[src/sv/cbor_bounded_item_writer_defines.svh]
// assertion macros for the bounded cbor item writer
// used by the rtl files under sv; needs nothing else
`ifndef CBOR_BOUNDED_ITEM_WRITER_DEFINES_SVH
`define CBOR_BOUNDED_ITEM_WRITER_DEFINES_SVH

// same-cycle implication, checked out of reset
`define CBW_ASSERT_IMPL(label, clk, rst, ante, cons, msg) \
  label: assert property (@(posedge clk) disable iff (rst) (ante) |-> (cons)) else $error(msg);

// next-cycle implication, checked out of reset
`define CBW_ASSERT_NEXT(label, clk, rst, ante, cons, msg) \
  label: assert property (@(posedge clk) disable iff (rst) (ante) |=> (cons)) else $error(msg);

`endif

[src/sv/cbw_pkg.sv]
// shared widths, request codes and the head struct of the cbor item writer
// no dependencies
`default_nettype none

package cbw_pkg;

  localparam int OffsetBits   = 16;
  localparam int CapBits      = 16;
  localparam int ValueBits    = 64;
  localparam int HeadMaxBytes = 9;
  localparam int CntBits      = $clog2(HeadMaxBytes + 1);

  localparam logic [OffsetBits-1:0] OffsetMax = {OffsetBits{1'b1}};

  // request codes
  localparam logic [1:0] ReqStart   = 2'd0;
  localparam logic [1:0] ReqHead    = 2'd1;
  localparam logic [1:0] ReqReserve = 2'd2;
  localparam logic [1:0] ReqPayload = 2'd3;

  // additional-info codes of a head byte
  localparam logic [4:0] AiDirectMax = 5'd23;
  localparam logic [4:0] AiOneByte   = 5'd24;
  localparam logic [4:0] AiTwoByte   = 5'd25;
  localparam logic [4:0] AiFourByte  = 5'd26;
  localparam logic [4:0] AiEightByte = 5'd27;

  // encoded head: byte 0 goes out first
  typedef struct packed {
    logic [HeadMaxBytes-1:0][7:0] bytes;
    logic [CntBits-1:0]           count;
  } head_t;

endpackage

`default_nettype wire

[src/sv/cbw_ifs.sv]
// valid/ready channel interfaces: request, result and capacity write
// depends on cbw_pkg
`default_nettype none

interface cbw_req_if;
  logic                          valid;
  logic                          ready;
  logic [1:0]                    req_type;
  logic [2:0]                    major_type;
  logic [cbw_pkg::ValueBits-1:0] value;
  logic [7:0]                    data_byte;

  modport source (output valid, req_type, major_type, value, data_byte, input ready);
  modport sink   (input valid, req_type, major_type, value, data_byte, output ready);
endinterface

interface cbw_res_if;
  logic                           valid;
  logic                           ready;
  logic [7:0]                     out_byte;
  logic [cbw_pkg::OffsetBits-1:0] out_addr;
  logic                           byte_valid;
  logic [cbw_pkg::OffsetBits-1:0] offset_now;
  logic                           status;
  logic                           last;

  modport source (output valid, out_byte, out_addr, byte_valid, offset_now, status, last,
                  input ready);
  modport sink   (input valid, out_byte, out_addr, byte_valid, offset_now, status, last,
                  output ready);
endinterface

interface cbw_cfg_if;
  logic                        valid;
  logic                        ready;
  logic [cbw_pkg::CapBits-1:0] data;

  modport source (output valid, data, input ready);
  modport sink   (input valid, data, output ready);
endinterface

`default_nettype wire

[src/sv/cbw_head_enc.sv]
// cbor head encoder: major type and argument to 1, 2, 3, 5 or 9 big-endian bytes
// depends on cbw_pkg
`default_nettype none

module cbw_head_enc (
  input  wire logic [2:0]                    major_type,
  input  wire logic [cbw_pkg::ValueBits-1:0] value,
  output cbw_pkg::head_t                     head
);

  always_comb begin
    head = '0;
    // pick the shortest argument form
    if (value <= 64'(cbw_pkg::AiDirectMax)) begin
      head.bytes[0] = {major_type, value[4:0]};
      head.count    = cbw_pkg::CntBits'(1);
    end else if (value <= 64'hFF) begin
      head.bytes[0] = {major_type, cbw_pkg::AiOneByte};
      head.bytes[1] = value[7:0];
      head.count    = cbw_pkg::CntBits'(2);
    end else if (value <= 64'hFFFF) begin
      head.bytes[0] = {major_type, cbw_pkg::AiTwoByte};
      head.bytes[1] = value[15:8];
      head.bytes[2] = value[7:0];
      head.count    = cbw_pkg::CntBits'(3);
    end else if (value <= 64'hFFFF_FFFF) begin
      head.bytes[0] = {major_type, cbw_pkg::AiFourByte};
      head.bytes[1] = value[31:24];
      head.bytes[2] = value[23:16];
      head.bytes[3] = value[15:8];
      head.bytes[4] = value[7:0];
      head.count    = cbw_pkg::CntBits'(5);
    end else begin
      head.bytes[0] = {major_type, cbw_pkg::AiEightByte};
      head.bytes[1] = value[63:56];
      head.bytes[2] = value[55:48];
      head.bytes[3] = value[47:40];
      head.bytes[4] = value[39:32];
      head.bytes[5] = value[31:24];
      head.bytes[6] = value[23:16];
      head.bytes[7] = value[15:8];
      head.bytes[8] = value[7:0];
      head.count    = cbw_pkg::CntBits'(9);
    end
  end

endmodule

`default_nettype wire

[src/sv/cbor_bounded_item_writer.sv]
// Bounded CBOR item writer. Start, reserve and payload requests each give one result and
// can be accepted every cycle when res.ready holds. A head request gives one result per
// encoded byte (1, 2, 3, 5 or 9) when it fits a nonzero capacity without error, otherwise
// a single result; its bytes leave a group register one per cycle when res.ready holds,
// and the next request is taken in the cycle its last byte moves to the output register.
// The output register lets one request be accepted while a result still waits. Offset,
// fill pointer and error update in the cycle a request is accepted. Capacity zero counts
// size only. Capacity port: always ready; user must write it only while idle, unenforced.
// depends on cbw_pkg, cbw_ifs, cbw_head_enc and the assertion macro header
`default_nettype none
`include "cbor_bounded_item_writer_defines.svh"

module cbor_bounded_item_writer (
  input wire logic clk,
  input wire logic rst,
  cbw_cfg_if.sink  cfg,
  cbw_req_if.sink  req,
  cbw_res_if.source res
);

  localparam int OB = cbw_pkg::OffsetBits;
  localparam int CB = cbw_pkg::CntBits;

  // architectural state
  logic [cbw_pkg::CapBits-1:0] capacity;
  logic [OB-1:0]               write_offset, write_offset_next;
  logic [OB-1:0]               fill_pointer, fill_pointer_next;
  logic                        error_flag, error_flag_next;

  // group register: results of one request waiting to drain
  logic                                     a_valid;
  logic [cbw_pkg::HeadMaxBytes-1:0][7:0]    a_bytes, a_bytes_next;
  logic [CB-1:0]                            a_cnt, a_cnt_next;
  logic [OB-1:0]                            a_addr, a_addr_next;
  logic                                     a_bvalid, a_bvalid_next;
  logic [OB-1:0]                            a_offset;
  logic                                     a_status;

  // output register
  logic          o_valid;
  logic [7:0]    o_byte;
  logic [OB-1:0] o_addr;
  logic          o_bvalid;
  logic [OB-1:0] o_offset;
  logic          o_status;
  logic          o_last;

  cbw_pkg::head_t head;
  logic           accept, move;

  cbw_head_enc u_head_enc (
    .major_type (req.major_type),
    .value      (req.value),
    .head       (head)
  );

  // handshakes
  assign move      = a_valid && (!o_valid || res.ready);
  assign req.ready = !a_valid || (move && a_cnt == CB'(1));
  assign accept    = req.valid && req.ready;
  assign cfg.ready = 1'b1;

  // capacity register
  always_ff @(posedge clk) begin
    if (rst) begin
      capacity <= '0;
    end else if (cfg.valid) begin
      capacity <= cfg.data;
    end
  end

  // claim check shared by head and reserve
  logic [cbw_pkg::ValueBits-1:0] claim_len;
  logic [OB-1:0]                 room;
  logic [OB:0]                   claim_sum;
  logic                          len_gt_room, cap_fail, count_mode;

  always_comb begin
    claim_len   = (req.req_type == cbw_pkg::ReqHead) ?
                  cbw_pkg::ValueBits'(head.count) : req.value;
    room        = cbw_pkg::OffsetMax - write_offset;
    len_gt_room = claim_len > cbw_pkg::ValueBits'(room);
    claim_sum   = {1'b0, write_offset} + {1'b0, claim_len[OB-1:0]};
    cap_fail    = len_gt_room || (claim_sum > (OB+1)'(capacity));
    count_mode  = capacity == '0;
  end

  // request decode: state update and result group
  always_comb begin
    write_offset_next = write_offset;
    fill_pointer_next = fill_pointer;
    error_flag_next   = error_flag;
    a_bytes_next      = '0;
    a_cnt_next        = CB'(1);
    a_addr_next       = '0;
    a_bvalid_next     = 1'b0;
    case (req.req_type)
      cbw_pkg::ReqStart: begin
        write_offset_next = '0;
        fill_pointer_next = '0;
        error_flag_next   = 1'b0;
      end
      cbw_pkg::ReqHead, cbw_pkg::ReqReserve: begin
        if (!error_flag) begin
          if (count_mode) begin
            if (len_gt_room) begin
              write_offset_next = cbw_pkg::OffsetMax;
              error_flag_next   = 1'b1;
            end else begin
              write_offset_next = claim_sum[OB-1:0];
            end
          end else if (cap_fail) begin
            error_flag_next = 1'b1;
          end else begin
            write_offset_next = claim_sum[OB-1:0];
          end
          // head bytes go out only when written to a real buffer
          if (req.req_type == cbw_pkg::ReqHead) begin
            if (!count_mode && !cap_fail) begin
              a_bytes_next  = head.bytes;
              a_cnt_next    = head.count;
              a_addr_next   = write_offset;
              a_bvalid_next = 1'b1;
            end
          end else if (count_mode ? !len_gt_room : !cap_fail) begin
            fill_pointer_next = write_offset;
          end
        end
      end
      cbw_pkg::ReqPayload: begin
        if (!error_flag && !count_mode && fill_pointer < write_offset &&
            fill_pointer < capacity) begin
          fill_pointer_next = fill_pointer + OB'(1);
          a_bytes_next[0]   = req.data_byte;
          a_addr_next       = fill_pointer;
          a_bvalid_next     = 1'b1;
        end
      end
      default: begin
      end
    endcase
  end

  // state registers
  always_ff @(posedge clk) begin
    if (rst) begin
      write_offset <= '0;
      fill_pointer <= '0;
      error_flag   <= 1'b0;
    end else if (accept) begin
      write_offset <= write_offset_next;
      fill_pointer <= fill_pointer_next;
      error_flag   <= error_flag_next;
    end
  end

  // group register: load on accept, shift one byte out per move
  always_ff @(posedge clk) begin
    if (rst) begin
      a_valid <= 1'b0;
    end else if (accept) begin
      a_valid <= 1'b1;
    end else if (move && a_cnt == CB'(1)) begin
      a_valid <= 1'b0;
    end
  end

  always_ff @(posedge clk) begin
    if (accept) begin
      a_bytes  <= a_bytes_next;
      a_cnt    <= a_cnt_next;
      a_addr   <= a_addr_next;
      a_bvalid <= a_bvalid_next;
      a_offset <= write_offset_next;
      a_status <= error_flag_next;
    end else if (move) begin
      a_bytes <= a_bytes >> 8;
      a_cnt   <= a_cnt - CB'(1);
      a_addr  <= a_addr + OB'(1);
    end
  end

  // output register
  always_ff @(posedge clk) begin
    if (rst) begin
      o_valid <= 1'b0;
    end else if (move) begin
      o_valid <= 1'b1;
    end else if (res.ready) begin
      o_valid <= 1'b0;
    end
  end

  always_ff @(posedge clk) begin
    if (move) begin
      o_byte   <= a_bytes[0];
      o_addr   <= a_addr;
      o_bvalid <= a_bvalid;
      o_offset <= a_offset;
      o_status <= a_status;
      o_last   <= a_cnt == CB'(1);
    end
  end

  assign res.valid      = o_valid;
  assign res.out_byte   = o_byte;
  assign res.out_addr   = o_addr;
  assign res.byte_valid = o_bvalid;
  assign res.offset_now = o_offset;
  assign res.status     = o_status;
  assign res.last       = o_last;

  // checks
  `CBW_ASSERT_IMPL(a_cnt_live, clk, rst, a_valid, a_cnt != '0, "empty result group held")
  `CBW_ASSERT_IMPL(nobyte_is_last, clk, rst, res.valid && !res.byte_valid, res.last,
                   "result without a byte is not the last of its request")
  `CBW_ASSERT_IMPL(byte_no_error, clk, rst, res.valid && res.byte_valid, !res.status,
                   "byte emitted with error flag set")
  `CBW_ASSERT_IMPL(accept_frees_group, clk, rst, accept && a_valid,
                   move && a_cnt == CB'(1), "request accepted over an undrained group")
  `CBW_ASSERT_NEXT(head_addr_step, clk, rst, res.valid && res.ready && !res.last,
                   res.valid && res.out_addr == OB'($past(res.out_addr) + OB'(1)),
                   "head bytes not at consecutive addresses")

endmodule

`default_nettype wire
[src/flat_wrapper.sv]
// flat-port wrapper written by rule: the top's interface ports become plain ports
module cbor_bounded_item_writer_flat 
  (clk, rst, cfg_valid, cfg_data, cfg_ready, req_valid, req_req_type, req_major_type, req_value, req_data_byte, req_ready, res_valid, res_out_byte, res_out_addr, res_byte_valid, res_offset_now, res_status, res_last, res_ready);
  cbw_cfg_if cfg_i ();
  cbw_req_if req_i ();
  cbw_res_if res_i ();
  input wire logic clk;
  input wire logic rst;
  input wire logic [$bits(cfg_i.valid)-1:0] cfg_valid;
  input wire logic [$bits(cfg_i.data)-1:0] cfg_data;
  output wire logic [$bits(cfg_i.ready)-1:0] cfg_ready;
  input wire logic [$bits(req_i.valid)-1:0] req_valid;
  input wire logic [$bits(req_i.req_type)-1:0] req_req_type;
  input wire logic [$bits(req_i.major_type)-1:0] req_major_type;
  input wire logic [$bits(req_i.value)-1:0] req_value;
  input wire logic [$bits(req_i.data_byte)-1:0] req_data_byte;
  output wire logic [$bits(req_i.ready)-1:0] req_ready;
  output wire logic [$bits(res_i.valid)-1:0] res_valid;
  output wire logic [$bits(res_i.out_byte)-1:0] res_out_byte;
  output wire logic [$bits(res_i.out_addr)-1:0] res_out_addr;
  output wire logic [$bits(res_i.byte_valid)-1:0] res_byte_valid;
  output wire logic [$bits(res_i.offset_now)-1:0] res_offset_now;
  output wire logic [$bits(res_i.status)-1:0] res_status;
  output wire logic [$bits(res_i.last)-1:0] res_last;
  input wire logic [$bits(res_i.ready)-1:0] res_ready;
  assign cfg_i.valid = cfg_valid;
  assign cfg_i.data = cfg_data;
  assign cfg_ready = cfg_i.ready;
  assign req_i.valid = req_valid;
  assign req_i.req_type = req_req_type;
  assign req_i.major_type = req_major_type;
  assign req_i.value = req_value;
  assign req_i.data_byte = req_data_byte;
  assign req_ready = req_i.ready;
  assign res_valid = res_i.valid;
  assign res_out_byte = res_i.out_byte;
  assign res_out_addr = res_i.out_addr;
  assign res_byte_valid = res_i.byte_valid;
  assign res_offset_now = res_i.offset_now;
  assign res_status = res_i.status;
  assign res_last = res_i.last;
  assign res_i.ready = res_ready;
  cbor_bounded_item_writer u_core (.clk(clk), .rst(rst), .cfg(cfg_i), .req(req_i), .res(res_i));
endmodule
[config.mk]
export PLATFORM = sky130hd
export DESIGN_NAME = cbor_bounded_item_writer_flat
export DESIGN_NICKNAME = d
export VERILOG_FILES = /design/src/sv/cbw_pkg.sv /design/src/sv/cbw_ifs.sv /design/src/sv/cbw_head_enc.sv /design/src/sv/cbor_bounded_item_writer.sv /design/src/flat_wrapper.sv
export VERILOG_INCLUDE_DIRS = /design/src /design/src/sv
export SDC_FILE = /design/constraint.sdc
export NUM_CORES = 1
export LEC_CHECK = 0
export ABC_AREA = 1
export BUFFER_PORTS_ARGS = -buffer_cell sky130_fd_sc_hd__clkbuf_2
export CORE_ASPECT_RATIO = 0.8
export CORE_MARGIN = 4
export CORE_UTILIZATION = 50
export CTS_BUF_LIST = sky130_fd_sc_hd__clkbuf_16
export DETAILED_ROUTE_END_ITERATION = 6
export PLACE_DENSITY = 0.7
export SKIP_CTS_REPAIR_TIMING = 1
export SLEW_MARGIN = 10
export SYNTH_ARGS = -nofsm -noshare
export SYNTH_HDL_FRONTEND = slang
export SYNTH_HIERARCHICAL = 1
export SYNTH_SLANG_ARGS = --single-unit
[constraint.sdc]
create_clock -name clk -period 12.3 [get_ports clk]
set_clock_uncertainty 0.1 [all_clocks]
set_input_delay 3.69 -clock clk [delete_from_list [all_inputs] [get_ports clk]]
set_output_delay 3.69 -clock clk [all_outputs]
set_load 0.05 [all_outputs]
# Yosys cells after proc, flatten, opt, wreduce, memory -nomap -nowiden
# Cells that the tools add are included.
# word_totals
register_bits	204
in_bits	98
out_inout_bits	46
elab_cells	130
# classes
add_sub_neg	5
magnitude_cmp	8
n_eq_ne	8
muxes	60
reduce_logical	23
# op_table
op	count
72-bit 2-to-1 mux	5
16-bit 2-to-1 mux	14
64-bit 2-to-1 mux	3
44-bit 2-to-1 mux	4
28-bit 2-to-1 mux	3
64-bit by 16-bit greater-than comparator with 1-bit output	1
64-bit by 16-bit less-or-equal comparator with 1-bit output, second input constant	1
64-bit by 32-bit less-or-equal comparator with 1-bit output, second input constant	1
64-bit by 5-bit less-or-equal comparator with 1-bit output, second input constant	1
64-bit by 8-bit less-or-equal comparator with 1-bit output, second input constant	1
16-bit case mux with 2 select lines	2
56-bit 2-to-1 mux	1
48-bit 2-to-1 mux	1
16-bit case mux with 3 select lines	1
16-bit by 1-bit adder with 16-bit output, second input constant	2
16-bit < comparator	2
32-bit 2-to-1 mux	1
4-bit 2-to-1 mux	6
20-bit 2-to-1 mux	1
16-bit by 16-bit adder with 17-bit output	1
17-bit by 16-bit greater-than comparator with 1-bit output	1
16-bit logical NOT	1
8-bit case mux with 2 select lines	1
16-bit subtractor, first input constant	1
other kinds (17)	48

# Logic depth before layout (Yosys ltp)
# Gate-level depths: netlist of the first run.
# depth
word_depth	21
mapped_depth	43
ltp_nobuf	42

# By module
# The synthesis of the first run kept the hierarchy.
# modules_own_cells
module	instances	cells_each	area_each_um2	seq_area_each_um2
cbor_bounded_item_writer	1	1299	11551.1	5615.4
cbw_head_enc	1	275	1209.9	0.0

# Worst setup path before layout of the first run
# No wires, ideal clock.
# synth_path
path_kind	in2reg
start	input req_value[53]
end	register u_core.a_cnt[0] (data pin)
setup_time_ns	0.272
t_arrival_ns	7.752
path_slack_ns	4.176
path_stages	35
n_path_buf	3
cell_sequence	nor2_1 > nand2_1 > nor2_1 > nand2_2 > nor2_8 > nand2_2 > buf_6 > nor2_1 > nand2_1 > o21ai_0 > inv_1 > fa_1 > o21ai_2 > a21oi_1 > o21a_1 > o21ai_0 > xor2_1 > inv_1 > ha_1 > nand2_1 > inv_1 > nand2_1 > nor2_1 > a21oi_1 > nand3_1 > nand2_1 > nand2_1 > nand2_1 > nand2_1 > nand2_1 > nand3_4 > nor2_4 > buf_6 > buf_6 > a22oi_1
# synth_lines
element	line_no	text
from (decl)	flat_wrapper.sv:15	input wire logic [$bits(req_i.value)-1:0] req_value;
to (signal assigned)	cbor_bounded_item_writer.sv:171	a_cnt <= a_cnt_next;
to (signal assigned)	cbor_bounded_item_writer.sv:178	a_cnt <= a_cnt - CB'(1);
to (decl)	cbor_bounded_item_writer.sv:33	logic [CB-1:0] a_cnt, a_cnt_next;

==> summary.md, run 1 <==
| Metric | Value |
|---|---|
| CTS tree | yes |
| Outcome | completed |
| Cts bufs inserted | 22 |
| Peak VDD IR | 0.0000888 V |
| Fin area | 14300 sq um |
| Static Leakage | 6.68 nW |
| Unrepaired setup endpoints after global routing | false |
| Critical Path Start | req_value[60] |
| Mapped Cells | 1574 |
| Clk buf depth | 3 |
| Critical path type | input port to flop |
| CP delay by family, top | simple AND/OR/NAND/NOR gates |
| Clk_lat worst skew | 530 ps |
| Fin cells | 2021 |
| Syn_area_per_cell | 8.11 sq um |
| Final setup violation count | 0 |
| Area of the die | 28200 sq um |
| Max_cap viols | 0 |
| P per Cell Area | 150 nW/um^2 |
| Antenna viol nets, final | 0 |
| Most used cell, CP | nand2_1 |
| Vias in the first global route | 10200 |
| Largest net degree at the start of global routing | 77 |
| Cell Area, Placed | 13600 sq um |
| Top area cells in the synthesized netlist | edfxtp_1 36%, nand2_1 9.1%, dfxtp_1 8.0% |
| Critical Path Max Stage Delay | 810 ps |
| IO buf count | 142 |
| Routed WL per cell | 18.7 um |
| WP depth | 34 |
| Worst Path Max Fanout | 54 |
| Syn Nets | 1744 |
| Yosys warnings | 6 |
| Initial Util | 50.7% |
| Io pins | 144 |
| Yosys top cell area share | 36.0% |
| Chip Width | 187 um |
| Fin crit period | 9950 ps |
| Vias | 11500 |
| Number of synthesized flops with an enable pin | 153 |
| Reg2reg start | u_core/write_offset[0]$_SDFFE_PP0P_ |
| Share of cells above drive strength 1 | 12.8% |
| Clock slew at reported path FFs | 60 ps |
| Setup TNS | 0 ps |
| Synth cell types | 53 |
| Synth-to-layout area growth | 12.2% |
| Via density | 5.67 |
| Residual DRC | 0 |
| Final #Nets | 1851 |
| Hold violation total from the final report | 0 |
| Antenna diode count | 0 |
| Most frequent cell after synthesis | nand2_1 |
| RR Endpoint | u_core/a_bytes[60]$_DFFE_PP_ |
| Slowest CP cell | nor2_4 |
| Critical path arrival | 10230 ps |
| Die H | 151 um |
| Max-slew headroom | 27.3% |
| RD Place Congestion | 0.964 |
| Root Driver | clkbuf_16 |
| Synth Flop Type | edfxtp_1 |
| Worst hold-check path type | flop to flop |
| Reg-to-reg slack, setup | 6920 ps |
| Starting DRT DRC Count | 1406 |
| Core ar. | 25200 sq um |
| Gr ovfl total | 0 |
| Synth Register Bits | 204 |
| H-Tree Depth | 1 |
| Rows | 52 |
| Final core occ | 56.8% |
| Total wire length | 37800 um |
| Type of element capturing the critical path | flop |
| Sequential area share after synthesis | 44.0% |
| GRT Overall Usage | 25.8% |
| Reg2Reg Depth | 25 |
| Fmax achieved | 0.101 GHz |
| CTS Sinks | 204 |
| Crit path to | u_core/a_bytes[60]$_DFFE_PP_ |
| Placed cells | 1981 |
| Post-synth ARST share | 0% |
| Hold path startpoint | u_core/a_bytes[4]$_DFFE_PP_ |
| CP bufs+invs | 5 |
| CP Launch Type | input port |
| Hpwl dp | 28300 um |
| Worst Path Required | 12590 ps |
| Final period util | 80.9% |
| Initial DRT Pass Iterations | 5 |
| Slew Viols, Final | 0 |
| Yosys top cell by area | edfxtp_1 |
| First-pass GRT wire length | 57600 um |
| Cell Area, Synth | 12800 sq um |
| Top post-synthesis cells by count | 309 x nand2_1, 222 x inv_1, 201 x nor2_1, 153 x edfxtp_1, 95 x nand3_1 |
| Worst-Margin Slew | 1090 ps |
| Initial antenna violation count | 0 |
power breakdown:
part / switching [mW] / total, mW / internal [mW]
registers: 0.0623 / 0.933 / 0.870
logic: 0.381 / 0.555 / 0.174
clock network: 0.279 / 0.659 / 0.380
total: 0.723 / 2.15 / 1.42
how the worst min path moves through the flow:
stage	endpoint	slack, ps	depth (start not counted)
6_report	u_core/res.out_byte[4]$_DFFE_PP_	320	0
5_1_grt	u_core/res.out_byte[4]$_DFFE_PP_	320	0
4_1_cts	u_core/res.offset_now[1]$_DFFE_PP_	320	0
3_5_place_dp	u_core/res.out_byte[4]$_DFFE_PP_	310	0
3_3_place_gp	u_core/res.out_byte[5]$_DFFE_PP_	300	0
2_1_floorplan	u_core/res.byte_valid$_DFFE_PP_	300	0
sequential cells by signal, summed over array words and instances, names as in the netlist:
register and count:
u_core/res.last 1, u_core/a_bytes 72, u_core/write_offset 16, u_core/res.valid 1
u_core/a_addr 16, u_core/res.out_addr 16, u_core/error_flag 1, u_core/res.offset_now 16
u_core/res.status 1, u_core/a_valid 1, u_core/a_bvalid 1, u_core/a_offset 16
u_core/capacity 16, u_core/res.byte_valid 1, u_core/a_cnt 4, u_core/a_status 1
u_core/fill_pointer 16, u_core/res.out_byte 8
layout by cell type, fill, tap and decap left out, drive strengths merged, types with 8 or more instances in the layout:
master	instances
nor3	13
nand3	98
clkbuf	165
o21bai	21
edfxtp	153
dfxtp	51
a22o	64
a21oi	95
nor2	210
o21ai	77
o22ai	18
nand4	38
nand2	321
ha	71
xor2	17
inv	231
clkinv	8
worst reg2reg max path, stage by stage, from the launching register on:
cell     delay, ps
dfxtp_1        450
ha_1           220
inv_1           60
fa_1           410
o21ai_2        220
a21oi_1        160
o21a_1         220
o21ai_0        200
xor2_1         240
inv_1           70
ha_1           280
nand2_1         70
inv_1           30
nand2_1         70
nor2_1          60
a21oi_1        120
nand3_1         80
nand2_1         60
nand2_1         50
nand2_1         60
nand2_1         50
nand2_1        190
nand3_4        340
nor2_4         820
buf_4          430
a22o_1         210
stage by stage:
step / setup slack [ps] / hold slack [ps] / power [mW]
final: 2350 / 319 / 2.15
after global routing: 1660 / 324 / 2.26
after floorplan: 4180 / 300 / 1.33
after global placement: 2100 / 301 / 1.48
after CTS: 2420 / 320 / 2.14
after detailed placement: 1900 / 305 / 1.49
layer usage:
| metal | share of wire, % | GRT usage (%) | vias up |
|---|---|---|---|
| met1 | 47 | 40.1 | 5236 |
| met5 | 0 | 0 | - |
| li1 | - | - | 5517 |
| met4 | 2.0 | 5.32 | 0 |
| met2 | 38 | 34.5 | 644 |
| met3 | 14 | 8.59 | 60 |
area by class of cell:
cell class	instances	area (sq um)
clock buffer	23	576
clock inverter	17	136
fill	2327	10900
tap	324	405
inverter	225	845
multi-input combinational	1080	5980
timing repair buffer	148	756
sequential	204	5620
logic make-up after synthesis:
kind of cell	synth area share, %
xor gates and xnor gates	1.30
buffers and inverters	9.26
other	0.0294
adders and majority gates	7.12
AOI/OAI and AO/OA	14.5
and+or+nand+nor	23.8
DFF	44.0
Power figures use the tool's default switching activity.
==> run 2, diff against run 1 <==
clock period = 10.3 ns   (was 12.3 ns; I/O delays follow)
==> run 2 against run 1 <==
Net effect:
- die area unchanged
- critical endpoint is now u_core/a_bytes[32]$_DFFE_PP_
- core utilization about the same
- register-to-register slack worse by 1800 ps
- sequential power up 19%
- hold slack about the same
- power up 19%
- sequential cell count unchanged
==> summary.md, run 2 (same netlist as run 1, synthesis figures left out) <==
| Metric | Value |
|---|---|
| Biggest register | u_core/a_bytes (unchanged) |
| Antenna viol nets, final | 0 (unchanged) |
| Share of cells above drive strength 1 | 13.0% (was 12.8%) |
| Type of element capturing the critical path | flop (unchanged) |
| Vias | 11400 (was 11500) |
| Hold path startpoint | u_core/a_offset[10]$_DFFE_PP_ (was u_core/a_bytes[4]$_DFFE_PP_) |
| Max reg flops | 72 (unchanged) |
| Io pins | 144 (unchanged) |
| Critical Path Start | req_value[60] (unchanged) |
| Hold EP | u_core/res.offset_now[10]$_DFFE_PP_ (was u_core/res.out_byte[4]$_DFFE_PP_) |
| Fin crit period | 8770 ps |
| First-pass GRT wire length | 57900 um (was 57600 um) |
| Most used cell, CP | nand2_1 (unchanged) |
| Final period util | 85.2% |
| Antenna diode count | 0 (unchanged) |
| DP Worst Slack | 1090 ps (was 1900 ps) |
| CP Launch Type | input port (unchanged) |
| Reg2Reg Depth | 24 (was 25) |
| Switching power share of the total | 33.9% (was 33.7%) |
| Pint | 1.69 mW (was 1.42 mW) |
| Max-slew headroom | 19.0% (was 27.3%) |
| RD Place Congestion | 0.973 (was 0.964) |
| Worst Path Required | 10580 ps (was 12590 ps) |
| Core ar. | 25200 sq um (unchanged) |
| Outcome | completed (unchanged) |
| Gr ovfl total | 0 (unchanged) |
| Clk_lat worst skew | 520 ps (was 530 ps) |
| Fillcell total | 2330 (was 2327) |
| Initial Util | 50.7% (unchanged) |
| Most frequent cells in the layout | 307 x nand2_1, 226 x inv_1, 201 x nor2_1, 153 x edfxtp_1, 142 x clkbuf_2 (was 307 x nand2_1, 228 x inv_1, 201 x nor2_1, 153 x edfxtp_1, 142 x clkbuf_2) |
| Starting DRT DRC Count | 1539 (was 1406) |
| Via density | 5.66 (was 5.67) |
| Fmax achieved | 0.114 GHz |
| Reg2reg start | u_core/write_offset[1]$_SDFFE_PP0P_ (was u_core/write_offset[0]$_SDFFE_PP0P_) |
| Fin cells | 2023 (was 2021) |
| Synth-to-layout area growth | 12.2% (about the same) |
| Clk buf depth | 3 (unchanged) |
| GRT Overall Usage | 26.1% (was 25.8%) |
| Final setup violation count | 0 (unchanged) |
| Comb pwr share | 26.3% (was 25.9%) |
| Critical path arrival | 9050 ps (was 10230 ps) |
| Slowest CP cell | nor2_4 (unchanged) |
| Area of the die | 28200 sq um (unchanged) |
| Hpwl dp | 29000 um (was 28300 um) |
| Worst-Margin Slew | 1220 ps (was 1090 ps) |
| H-Tree Depth | 1 (unchanged) |
| WP depth | 34 (unchanged) |
| Clock slew at reported path FFs | 60 ps (about the same) |
| Slew Viols, Final | 0 (unchanged) |
| P per Cell Area | 179 nW/um^2 (was 150 nW/um^2) |
| Final #Nets | 1853 (was 1851) |
| Placed cells | 1983 (was 1981) |
| Residual DRC | 0 (unchanged) |
| Setup TNS | 0 ps (unchanged) |
| Static Leakage | 6.67 nW (was 6.68 nW) |
| Initial DRT Pass Iterations | 6 (was 5) |
| Root Driver | clkbuf_16 (unchanged) |
| Largest net degree at the start of global routing | 96 (was 77) |
| Unrepaired setup endpoints after global routing | false (unchanged) |
| Hold violation total from the final report | 0 (unchanged) |
| Worst Path Max Fanout | 26 (was 54) |
| Critical Path Max Stage Delay | 670 ps (was 810 ps) |
| Cts bufs inserted | 22 (unchanged) |
| Hold WS | 319 ps (about the same) |
| RR Endpoint | u_core/a_bytes[32]$_DFFE_PP_ (was u_core/a_bytes[60]$_DFFE_PP_) |
| Max_cap viols | 0 (unchanged) |
| Commonest non-fill, non-tap cell in the layout | nand2_1 (unchanged) |
| Rows | 52 (unchanged) |
| Cell Area, Placed | 13600 sq um (about the same) |
| Total wire length | 38500 um (was 37800 um) |
| Critical path type | input port to flop (unchanged) |
| Net Switching | 0.868 mW (was 0.723 mW) |
| Chip Width | 187 um (unchanged) |
| CTS tree | yes (unchanged) |
| Worst hold-check path type | flop to flop (unchanged) |
| Reg-to-reg slack, setup | 5120 ps (was 6920 ps) |
| Die H | 151 um (unchanged) |
| IO buf count | 142 (unchanged) |
| Clk network pwr share | 30.2% (was 30.7%) |
| Hold-critical path depth | 0 (unchanged) |
| Peak VDD IR | 0.000120 V (was 0.0000888 V) |
| CTS Sinks | 204 (unchanged) |
| Power share of the sequential group | 43.5% (was 43.4%) |
| Routed WL per cell | 19.0 um (was 18.7 um) |
| Initial antenna violation count | 0 (unchanged) |
| CP bufs+invs | 5 (unchanged) |
| CP delay by family, top | simple AND/OR/NAND/NOR gates (unchanged) |
| Vias in the first global route | 10000 (was 10200) |
| Fin area | 14300 sq um (about the same) |
| PnR worst setup slack | 1530 ps (was 2350 ps) |
[run 2: changes by cell type in the layout (fill, tap and decap cells not counted), sizes merged]
| cell | change |
|---|---|
| clkinv | +1 |
| clkinvlp | +1 |
| clkbuf | -1 |
| buf | +2 |
| inv | -1 |
[run 2: routing by layer]
metal / share of wire [%] / global-route usage, %
met3: 14 / 7.33
met5: 0 / 0
met2: 38 / 34.2
met4: 1.8 / 5.28
met1: 46 / 42.2
[run 2: layout make-up]
| type | instances | area [sq um] | share of cell area (%) |
|---|---|---|---|
| Multi-Input combinational cell | 1080 | 5980 | 41.8 |
| Timing Repair Buffer | 150 | 771 | 5.38 |
| Tap cell | 324 | 405 | 2.83 |
| Clock inverter | 18 | 149 | 1.04 |
| Sequential cell | 204 | 5620 | 39.2 |
| Inverter | 225 | 845 | 5.90 |
| Clock buffer | 22 | 551 | 3.85 |
[run 2: through the flow]
stage / power [mW] / utilization, %
final: 2.56 / 56.9
after global routing: 2.69 / 56.9
after CTS: 2.56 / 56.9
after detailed placement: 1.79 / 54.1
after global placement: 1.77 / 54.1
after floorplan: 1.58 / -
[run 2: power groups by stage]
stage                     combinational, mW  clock [mW]  sequential (mW)
final                                 0.673       0.771             1.11
after global routing                  0.742       0.819             1.13
after global placement                0.644           0             1.12
after floorplan                       0.418           0             1.17
after detailed placement              0.660           0             1.13
after CTS                             0.663       0.787             1.11
[run 2: worst reg2reg max path, stage by stage (launching register included)]
cell,delay (ps)
dfxtp_1,400
inv_1,250
fa_1,550
o21ai_2,220
a21oi_1,150
o21a_1,210
o21ai_0,200
xor2_1,230
inv_1,70
ha_1,280
nand2_1,70
inv_1,40
nand2_1,70
nor2_1,60
a21oi_1,120
nand3_1,80
nand2_1,60
nand2_1,40
nand2_1,60
nand2_1,50
nand2_1,170
nand3_4,340
nor2_4,690
buf_4,390
a22o_1,180
[run 2: worst max path at each step]
stage                              endpoint  slack, ps
2_1_floorplan     u_core/a_cnt[0]$_DFFE_PP_       2780
3_3_place_gp   u_core/a_bytes[34]$_DFFE_PP_       1350
3_5_place_dp   u_core/a_bytes[32]$_DFFE_PP_       1090
4_1_cts        u_core/a_bytes[32]$_DFFE_PP_       1620
5_1_grt        u_core/a_bytes[32]$_DFFE_PP_        880
6_report       u_core/a_bytes[32]$_DFFE_PP_       1530
==> run 3, diff against run 2 <==
clock period = 10.9 ns   (was 10.3 ns; I/O delays follow)
==> run 3 against run 2 <==
Net effect:
- the run now ends with design-rule violations left
- register-to-register slack improved by 920 ps
- wire length fell by 1.5%
- sequential power fell by 5%
- core utilization fell by 0.055 points
- clock-buffer cell count fell by 1
- via count barely moved
- setup slack improved by 720 ps
- power fell by 6.1%
- global-route usage fell by 0.35 points
- hold slack barely moved
- final area barely moved
- critical path type unchanged
==> summary.md, run 3 (same netlist as run 1, synthesis figures left out) <==
| Metric | Value |
|---|---|
| Outcome | finished with violations (was completed) |
| Failing checks | design-rule violations |
| Peak VDD IR | 0.000102 V (was 0.000120 V) |
| Final #Nets | 1853 (unchanged) |
| Initial DRT Pass Iterations | 7 (was 6) |
| Max reg flops | 72 (unchanged) |
| Gr busiest metal | met1 (unchanged) |
| H-Tree Depth | 1 (unchanged) |
| Commonest non-fill, non-tap cell in the layout | nand2_1 (unchanged) |
| Reg-to-reg slack, setup | 6040 ps (was 5120 ps) |
| Max-slew headroom | 19.6% (was 19.0%) |
| Largest net degree at the start of global routing | 95 (was 96) |
| Unrepaired setup endpoints after global routing | false (unchanged) |
| Routed WL per cell | 18.7 um (was 19.0 um) |
| Clk buf depth | 3 (unchanged) |
| Final setup violation count | 0 (unchanged) |
| Biggest register | u_core/a_bytes (unchanged) |
| Initial Util | 50.7% (unchanged) |
| First-pass GRT wire length | 57400 um (was 57900 um) |
| Core ar. | 25200 sq um (unchanged) |
| Total wire length | 37900 um (was 38500 um) |
| Gr ovfl total | 0 (unchanged) |
| Antenna viol nets, final | 0 (unchanged) |
| Fin cells | 2022 (was 2023) |
| Critical path type | input port to flop (unchanged) |
| Clock slew at reported path FFs | 60 ps (about the same) |
| Clk_lat worst skew | 520 ps (about the same) |
| Via density | 5.66 (about the same) |
| Slew Viols, Final | 0 (unchanged) |
| Final period util | 79.4% |
| Die H | 151 um (unchanged) |
| Type of element capturing the critical path | flop (unchanged) |
| Chip Width | 187 um (unchanged) |
| Rows | 52 (unchanged) |
| Fin crit period | 8660 ps |
| RD Place Congestion | 0.994 (was 0.973) |
| Synth-to-layout area growth | 12.1% (was 12.2%) |
| Share of cells above drive strength 1 | 13.0% (about the same) |
| Worst Path Max Fanout | 31 (was 26) |
| Fin area | 14300 sq um (about the same) |
| Hold violation total from the final report | 0 (unchanged) |
| Critical Path Max Stage Delay | 630 ps (was 670 ps) |
| CP Launch Type | input port (unchanged) |
| Most used cell, CP | nand2_1 (unchanged) |
| Final core occ | 56.8% (was 56.9%) |
| Worst hold-check path type | flop to flop (unchanged) |
| P per Cell Area | 168 nW/um^2 (was 179 nW/um^2) |
| Cell Area, Placed | 13600 sq um (about the same) |
| Cts bufs inserted | 21 (was 22) |
| Most frequent cells in the layout | 307 x nand2_1, 228 x inv_1, 201 x nor2_1, 153 x edfxtp_1, 142 x clkbuf_2 (was 307 x nand2_1, 226 x inv_1, 201 x nor2_1, 153 x edfxtp_1, 142 x clkbuf_2) |
| Residual DRC | 1 (was 0) |
| Worst-Margin Slew | 1210 ps (was 1220 ps) |
| Hpwl dp | 28400 um (was 29000 um) |
| Io pins | 144 (unchanged) |
| Global Route met1 Usage | 40.8% (was 42.2%) |
| CTS tree | yes (unchanged) |
| GRT Overall Usage | 25.8% (was 26.1%) |
| Vias | 11400 (about the same) |
| Max_cap viols | 0 (unchanged) |
| Grt met3 use | 8.64% (was 7.33%) |
| Setup TNS | 0 ps (unchanged) |
| Vias in the first global route | 10200 (was 10000) |
| Static Leakage | 6.69 nW (was 6.67 nW) |
| Worst Path Required | 11170 ps (was 10580 ps) |
| Initial antenna violation count | 0 (unchanged) |
| Antenna diode count | 0 (unchanged) |
| Total power | 2.40 mW (was 2.56 mW) |
| CTS Sinks | 204 (unchanged) |
| Root Driver | clkbuf_16 (unchanged) |
| Area of the die | 28200 sq um (unchanged) |
| Fmax achieved | 0.116 GHz |
| Placed cells | 1984 (was 1983) |
| Fillcell total | 2340 (was 2330) |
| Grt met2 use | 33.9% (was 34.2%) |
| Critical path arrival | 8920 ps (was 9050 ps) |
| IO buf count | 142 (unchanged) |
| Starting DRT DRC Count | 1499 (was 1539) |
| Slowest CP cell | nor2_4 (unchanged) |
run 3: cell types whose count changed in the layout (fill, tap and decap cells not counted), sizes merged:
cell / delta
clkbuf: -1
inv: +2
clkinv: -2
clkinvlp: -2
buf: +1
bufinv: +1
run 3: metal layers:
metal	part of all wire (%)	vias up
met2	38	678
met1	47	5207
met5	0	-
met3	14	42
met4	1.6	0
li1	-	5512
run 3: layout make-up:
type | count | area, sq um | area share (%)
sequential | 204 | 5620 | 39.3
inverter | 225 | 845 | 5.91
timing repair buffer | 151 | 778 | 5.44
clock buffer | 21 | 526 | 3.67
clock inverter | 17 | 153 | 1.07
tap | 324 | 405 | 2.83
multi-input combinational | 1080 | 5980 | 41.8
run 3: per-stage QoR:
step | worst slack, ps | hold WS (ps)
global placement | 1970 | 302
global route | 1580 | 325
finish | 2240 | 319
detailed placement | 1810 | 305
CTS | 2330 | 320
floorplan | 3200 | 300
run 3: path summary, 6_finish.rpt:
| kind | end | cells past startpoint | from |
|---|---|---|---|
| setup / recovery | u_core/a_bytes[9]$_DFFE_PP_ | 34 | req_value[62] |
| hold / removal | u_core/res.offset_now[6]$_DFFE_PP_ | 0 | u_core/a_offset[6]$_DFFE_PP_ |
| setup reg to reg | u_core/a_bytes[9]$_DFFE_PP_ | 24 | u_core/write_offset[1]$_SDFFE_PP0P_ |
| hold reg to reg | u_core/res.offset_now[6]$_DFFE_PP_ | 0 | u_core/a_offset[6]$_DFFE_PP_ |
run 3: report_power, final:
group / total (mW) / switching, mW / internal (mW) / leakage, nW
clock network: 0.718 / 0.297 / 0.421 / 0.358
registers: 1.05 / 0.0695 / 0.982 / 1.95
logic: 0.631 / 0.434 / 0.197 / 4.37
run 3: critical path: cells and delay by family:
family / cells / cell delay [ps]
simple gates: 19 / 2790
compound gates: 7 / 1190
buf+inv: 5 / 650
xor+xnor: 1 / 240
fa+ha+maj: 2 / 730
